<file path="src/design/mexp_pkg.sv">
// Shared types and constants for the modular exponentiation block.
package mexp_pkg;

  localparam int unsigned WIDTH = 32;
  localparam int unsigned CNT_W = $clog2(WIDTH);

  typedef logic [WIDTH-1:0] word_t;
  typedef logic [CNT_W-1:0] cnt_t;

endpackage

</file>
<file path="src/design/mexp_mulmod.sv">
// Bit-serial interleaved modular multiplier: r = a * b mod m, one bit of b per cycle.
module mexp_mulmod (
  input  logic          clk_i,
  input  logic          rst_ni,
  input  logic          start_i,
  input  mexp_pkg::word_t a_i,
  input  mexp_pkg::word_t b_i,
  input  mexp_pkg::word_t m_i,
  output logic          done_o,
  output mexp_pkg::word_t r_o
);
  import mexp_pkg::*;

  logic          busy_q, busy_d;
  logic          done_q, done_d;
  cnt_t          cnt_q, cnt_d;
  word_t         a_q, a_d;
  word_t         b_q, b_d;
  word_t         m_q, m_d;
  word_t         r_q, r_d;
  logic [WIDTH+1:0] s0, s1, s2, m1x, m2x;

  assign m1x = {2'b00, m_q};
  assign m2x = {1'b0, m_q, 1'b0};

  // 2r + bit*a stays below 3m, so at most two subtractions of m are needed
  always_comb begin
    s0 = {1'b0, r_q, 1'b0} + (b_q[WIDTH-1] ? {2'b00, a_q} : {(WIDTH+2){1'b0}});
    s1 = s0 - m1x;
    s2 = s0 - m2x;
  end

  always_comb begin
    busy_d = busy_q;
    done_d = 1'b0;
    cnt_d  = cnt_q;
    a_d    = a_q;
    b_d    = b_q;
    m_d    = m_q;
    r_d    = r_q;
    if (start_i) begin
      busy_d = 1'b1;
      cnt_d  = cnt_t'(WIDTH - 1);
      a_d    = a_i;
      b_d    = b_i;
      m_d    = m_i;
      r_d    = '0;
    end else if (busy_q) begin
      if (s0 >= m2x) begin
        r_d = s2[WIDTH-1:0];
      end else if (s0 >= m1x) begin
        r_d = s1[WIDTH-1:0];
      end else begin
        r_d = s0[WIDTH-1:0];
      end
      b_d = {b_q[WIDTH-2:0], 1'b0};
      if (cnt_q == '0) begin
        busy_d = 1'b0;
        done_d = 1'b1;
      end else begin
        cnt_d = cnt_q - cnt_t'(1);
      end
    end
  end

  always_ff @(posedge clk_i or negedge rst_ni) begin
    if (!rst_ni) begin
      busy_q <= 1'b0;
      done_q <= 1'b0;
      cnt_q  <= '0;
    end else begin
      busy_q <= busy_d;
      done_q <= done_d;
      cnt_q  <= cnt_d;
    end
  end

  always_ff @(posedge clk_i) begin
    a_q <= a_d;
    b_q <= b_d;
    m_q <= m_d;
    r_q <= r_d;
  end

  assign done_o = done_q;
  assign r_o    = r_q;

endmodule

</file>
<file path="src/design/modular_exponentiation_top.sv">
// Top level: left-to-right binary modular exponentiation sequencer.
// An item (base, exponent, modulus) is taken when start is high and busy is low.
// The base is first reduced modulo the modulus, then all WIDTH exponent bits are
// scanned from the top: a modular square for every bit and a modular multiply by
// the reduced base for every one bit. Each of these passes goes through one shared
// bit-serial multiplier, one pass after another, so an item whose exponent has more
// one bits takes longer. A modulus of zero answers 0 in the cycle after it is taken.
// The result appears for exactly one cycle with result_valid_o high; the receiver
// cannot stall it, so it must take it in that cycle. A new item may be started while
// a result is shown.
module modular_exponentiation_top (
  input  logic            clk_i,
  input  logic            rst_ni,
  input  logic            start,
  output logic            busy,
  input  mexp_pkg::word_t base_value_i,
  input  mexp_pkg::word_t exponent_value_i,
  input  mexp_pkg::word_t modulus_value_i,
  output logic            result_valid_o,
  output mexp_pkg::word_t power_result_o
);
  import mexp_pkg::*;

  localparam logic [1:0] S_IDLE = 2'd0;
  localparam logic [1:0] S_RED  = 2'd1;
  localparam logic [1:0] S_SQ   = 2'd2;
  localparam logic [1:0] S_MUL  = 2'd3;

  logic [1:0] state_q, state_d;
  logic       valid_q, valid_d;
  cnt_t       bit_q, bit_d;
  word_t      exp_q, exp_d;
  word_t      m_q, m_d;
  word_t      base_q, base_d;
  word_t      result_q, result_d;
  word_t      acc_init;
  logic       accept;

  logic       mm_start;
  word_t      mm_a, mm_b, mm_m;
  logic       mm_done;
  word_t      mm_r;

  mexp_mulmod u_mulmod (
    .clk_i   (clk_i),
    .rst_ni  (rst_ni),
    .start_i (mm_start),
    .a_i     (mm_a),
    .b_i     (mm_b),
    .m_i     (mm_m),
    .done_o  (mm_done),
    .r_o     (mm_r)
  );

  assign accept   = start && (state_q == S_IDLE);
  assign acc_init = (m_q == word_t'(1)) ? '0 : word_t'(1);

  always_comb begin
    state_d  = state_q;
    valid_d  = 1'b0;
    bit_d    = bit_q;
    exp_d    = exp_q;
    m_d      = m_q;
    base_d   = base_q;
    result_d = result_q;
    mm_start = 1'b0;
    mm_a     = mm_r;
    mm_b     = mm_r;
    mm_m     = m_q;
    unique case (state_q)
      S_IDLE: begin
        if (start) begin
          exp_d = exponent_value_i;
          m_d   = modulus_value_i;
          bit_d = cnt_t'(WIDTH - 1);
          if (modulus_value_i == '0) begin
            valid_d  = 1'b1;
            result_d = '0;
          end else begin
            // base mod m through the multiplier: 1 * base mod m
            mm_start = 1'b1;
            mm_a     = word_t'(1);
            mm_b     = base_value_i;
            mm_m     = modulus_value_i;
            state_d  = S_RED;
          end
        end
      end
      S_RED: begin
        if (mm_done) begin
          base_d   = mm_r;
          mm_start = 1'b1;
          mm_a     = acc_init;
          mm_b     = acc_init;
          state_d  = S_SQ;
        end
      end
      S_SQ, S_MUL: begin
        if (mm_done) begin
          if (state_q == S_SQ && exp_q[WIDTH-1]) begin
            mm_start = 1'b1;
            mm_a     = mm_r;
            mm_b     = base_q;
            state_d  = S_MUL;
          end else if (bit_q == '0) begin
            valid_d  = 1'b1;
            result_d = mm_r;
            state_d  = S_IDLE;
          end else begin
            bit_d    = bit_q - cnt_t'(1);
            exp_d    = {exp_q[WIDTH-2:0], 1'b0};
            mm_start = 1'b1;
            state_d  = S_SQ;
          end
        end
      end
      default: state_d = S_IDLE;
    endcase
  end

  always_ff @(posedge clk_i or negedge rst_ni) begin
    if (!rst_ni) begin
      state_q <= S_IDLE;
      valid_q <= 1'b0;
      bit_q   <= '0;
    end else begin
      state_q <= state_d;
      valid_q <= valid_d;
      bit_q   <= bit_d;
    end
  end

  always_ff @(posedge clk_i) begin
    exp_q    <= exp_d;
    m_q      <= m_d;
    base_q   <= base_d;
    result_q <= result_d;
  end

  assign busy           = (state_q != S_IDLE);
  assign result_valid_o = valid_q;
  assign power_result_o = result_q;

  a_result_below_modulus: assert property (@(posedge clk_i) disable iff (!rst_ni)
    result_valid_o && (m_q != '0) |-> power_result_o < m_q)
    else $error("result not reduced below modulus");

  a_accept_progress: assert property (@(posedge clk_i) disable iff (!rst_ni)
    accept |=> busy || result_valid_o)
    else $error("accepted item neither in work nor answered");

  a_done_when_working: assert property (@(posedge clk_i) disable iff (!rst_ni)
    mm_done |-> state_q != S_IDLE)
    else $error("multiplier finished while sequencer idle");

  a_no_result_while_busy: assert property (@(posedge clk_i) disable iff (!rst_ni)
    result_valid_o && $past(state_q) != S_IDLE |-> !busy)
    else $error("result shown while still working");

endmodule

</file>
<file path="config.mk">
export PLATFORM = sky130hd
export DESIGN_NAME = modular_exponentiation_top
export DESIGN_NICKNAME = d
export VERILOG_FILES = /design/src/design/mexp_pkg.sv /design/src/design/mexp_mulmod.sv /design/src/design/modular_exponentiation_top.sv
export SDC_FILE = /design/constraint.sdc
export NUM_CORES = 1
export LEC_CHECK = 0
export BUFFER_PORTS_ARGS = -buffer_cell sky130_fd_sc_hd__buf_4
export CORE_MARGIN = 2
export CORE_UTILIZATION = 50
export CTS_BUF_LIST = sky130_fd_sc_hd__clkbuf_8
export DETAILED_ROUTE_END_ITERATION = 8
export GPL_ROUTABILITY_DRIVEN = 1
export PLACE_DENSITY_LB_ADDON = 0.15
export SLEW_MARGIN = 20
export SYNTH_ARGS = -nofsm -noshare
export SYNTH_HDL_FRONTEND = slang
export SYNTH_SLANG_ARGS = --single-unit
</file>
<file path="constraint.sdc">
create_clock -name clk_i -period 7.25 [get_ports clk_i]
set_clock_uncertainty 0.05 [all_clocks]
set_input_delay 1.45 -clock clk_i [delete_from_list [all_inputs] [get_ports clk_i]]
set_output_delay 1.45 -clock clk_i [all_outputs]
set_load 0.01 [all_outputs]
</file>
==> impl_summary.txt <==
----------------------------------------------------
[Run status]
  Result of the run ... finished, final reports clean

[Clocking]
  Post-CTS Repair Setup Buffers ... 0
  # resized after CTS ... 0
  Post-CTS Hold Fix Bufs ... 0
  TritonCTS buffer count ... 47
  Clock Latency Late Sink ... 0.61 ns
  Root Driver ... clkbuf_8
  Number of clock sinks ... 271
  Clock-pin slew reported for the worst setup and hold paths after clock tree synthesis ... 0.06 ns
  CTS max path bufs ... 3
  Clock tree from TritonCTS ... yes
  # H-tree levels ... 2

[Placement]
  Final HPWL DP ... 32.42 mm
  Last weighted congestion value of the routability-driven placer ... just over 0.9
  Number of port buffers ... 132

[Logic synthesis]
  Post-synth top area share ... about two fifths
  FFs w/ async S/R, synth ... ~5.5%
  Number of distinct library cell variants in the gate-level netlist after synthesis ... 88
  Post-Synthesis Cells ... 1645
  Ranking of synthesized cells by instance count ... edfxtp_1 (224), nor2_1 (145), a21oi_1 (103), ha_1 (98)
  Post-Syn Nets ... approximately 1800
  Cell with the most instances after synthesis ... edfxtp_1
  Post-synth design cell area ... 16990 um^2
  Predominant post-synthesis flop cell ... edfxtp_1
  Top post-synthesis cells by area ... edfxtp_1 (40%), ha_1 (7.2%), mux2_2 (6.2%)
  Number of synthesized register bits ... 271
  Average cell area after synthesis ... 10.33 um^2
  Register area share after synthesis ... between 40% and 50%
  Number of enable flip-flop cells after synthesis ... 224
  Yosys warns ... 0
  Library cell occupying the most area in the post-synthesis netlist ... edfxtp_1

[Global route]
  Global-route wire length before repair ... 70.89 mm
  Number of global-route vias before repair ... 13110
  Largest net degree at the start of global routing ... ~80
  Total congestion overflow ... 0
  Initial antenna violation count ... 0
  Overall routing resource usage ... 25.15%

[Timing]
  Final Hold Viols ... 0
  Shortest period the worst path allows ... 6.469 ns
  Rel. slew slack ... between 40% and 50%
  Measured slew at the worst slew-check pin ... roughly 0.85 ns
  Fin Hold WS ... 0.4716 ns
  Final setup TNS ... 0 ns
  Slew Limit Fails ... 0
  Peak Freq ... 0.1546 GHz
  Final period util ... 89.22%
  Final setup fails ... 0
  Unrepaired setup endpoints after global routing ... no

[Worst setup path]
  Reg-to-Reg End ... u_mulmod.r_o[8]
  Biggest fanout along the worst timing path ... 32
  Critical Path End Type ... flop
  Category of the most critical setup path ... reg2reg
  Reg2Reg Launch Point ... u_mulmod.b_q[31]
  Data required time at the worst endpoint ... 7.72 ns
  Register-to-register setup slack ... 0.78 ns
  Worst r2r path cells ... 22
  Worst Path Arrival ... 6.94 ns
  Worst Setup Start Kind ... flop

[Worst hold path]
  Hold Path End ... u_mulmod.cnt_q[4]
  Class of the most critical hold timing path ... reg2reg
  Hold-critical path depth ... 2
  Startpoint of the worst hold path ... u_mulmod.cnt_q[4]

[Die]
  Die footprint ... ~35000 um^2
  Die Y-Extent ... 188.4 um
  Total number of placement rows ... 67
  Die boundary width ... 188.4 um
  Core area ... between 30000 and 40000 um^2
  Initial Util ... between 50 and 60%
  Boundary pin count ... approximately 130

[Routing]
  Router iterations before antenna repair ... 6
  DRT Wirelength ... between 40 and 50 mm
  Vias per cell ... around 6
  Detailed Route Iter0 Violations ... 1149
  Number of nets with antenna violations after routing ... 0
  DR vias ... around 13000
  Remaining routing DRC violations ... 0
  Routed length per instance ... 19.65 um

[Finish]
  Ratio of cells with drive above 1 in the final layout ... 18.64%
  Count of antenna diodes in the layout ... 0
  Synth-to-layout area growth ... 13.72%
  Count of nets after finishing ... 1976

[Job]
  Max-capacitance violation count ... 0

----------------------------------------------------
-- state kept, by name, summed over array words and instances (netlist names) --
register	count
base_q	32
bit_q	5
power_result_o	32
result_valid_o	1
u_mulmod.b_q	32
state_q	2
u_mulmod.busy_q	1
exp_q	32
m_q	32
u_mulmod.m_q	32
u_mulmod.r_o	32
u_mulmod.cnt_q	5
u_mulmod.done_o	1
u_mulmod.a_q	32
-- stage by stage --
step	cell area [um^2]	utilization, %	std cells	setup slack [ns]
global route	19330	57.63	2261	0.2716
global placement	18390	54.85	2174	1.092
floorplan	16990	-	1645	2.224
CTS	19300	57.55	2260	0.8816
finish	19330	57.63	2261	0.7812
detailed placement	18390	54.85	2174	0.9077
-- worst max-delay path, cell delays in order, from the launching register on --
cell      delay (ns)
edfxtp_1        0.90
and2_1          0.24
ha_1            0.20
inv_1           0.07
fa_1            0.40
nand2b_1        0.18
a21oi_1         0.29
o21a_1          0.25
or2_2           0.17
a21o_1          0.11
a21oi_1         0.07
xnor2_1         0.42
ha_1            0.44
a211o_1         0.38
nor2_1          0.15
o211a_1         0.21
nor3_1          0.09
o21ai_0         0.30
a32o_1          0.36
nand2_1         0.30
buf_4           0.32
o31a_1          0.33
o21ai_0         0.13
-- kinds of logic after synthesis --
family          count (synthesis)  share of synthesized area (%)
simple gates                  508                          15.06
compound gates                438                          17.38
flops                         271                          45.56
buf+inv                       148                          3.733
mux                           105                          6.877
fa+ha+maj                     101                          7.569
xor+xnor                       74                          3.814
-- metal layers --
layer	up-vias	wire [um]	global-route usage (%)
li1	6447	-	-
met1	6346	21140	36.72
met2	440	19620	38.72
met3	62	2789	3.893
met4	0	873	7.512
met5	-	0	0
-- worst max-delay path by stage --
stage / start / end / slack, ns / cells past startpoint
after detailed placement: u_mulmod.b_q[31] / u_mulmod.r_o[12] / 0.91 / 22
after global placement: u_mulmod.b_q[31] / u_mulmod.r_o[17] / 1.09 / 22
after CTS: u_mulmod.b_q[31] / u_mulmod.r_o[3] / 0.88 / 22
after floorplan: u_mulmod.b_q[31] / u_mulmod.r_o[11] / 2.22 / 24
after global routing: u_mulmod.b_q[31] / u_mulmod.r_o[29] / 0.27 / 20
final: u_mulmod.b_q[31] / u_mulmod.r_o[8] / 0.78 / 22
-- cells in the final DEF (no fill, tap or decap), types with 6 or more instances in the layout --
| cell | n |
|---|---|
| nand3_1 | 31 |
| mux2i_1 | 11 |
| nor2b_1 | 40 |
| ha_1 | 98 |
| clkbuf_8 | 48 |
| mux2_2 | 94 |
| a221oi_1 | 33 |
| nor2_1 | 143 |
| xor2_1 | 28 |
| nor4_1 | 23 |
| dfrtp_1 | 14 |
| a31oi_1 | 17 |
| o21bai_1 | 6 |
| xnor2_1 | 46 |
| o21ai_0 | 94 |
| a21oi_1 | 102 |
| inv_1 | 90 |
| and2_1 | 67 |
| nand4_1 | 18 |
| o211ai_1 | 20 |
| nand2b_1 | 11 |
| buf_4 | 153 |
| and3_1 | 16 |
| o21a_1 | 13 |
| o31ai_1 | 10 |
| or3_1 | 7 |
| a211oi_1 | 20 |
| clkinv_1 | 13 |
| dfxtp_1 | 32 |
| edfxtp_1 | 224 |
| nor3_1 | 35 |
| nand2_1 | 90 |
| a21o_1 | 46 |
-- final cells by class --
| type | instances | area (um^2) |
|---|---|---|
| flip-flops and latches | 271 | 7746 |
| clock inverters | 38 | 244.0 |
| multi-input cells | 1226 | 8652 |
| inverters | 76 | 286.5 |
| well taps | 448 | 560.5 |
| clock buffers | 48 | 660.6 |
| fillers | 2940 | 14210 |
| repair buffers | 154 | 1176 |
Power is left out: the tool's default activity adds up to more than one toggle a clock period on the data nets, which glitch-free logic cannot reach.
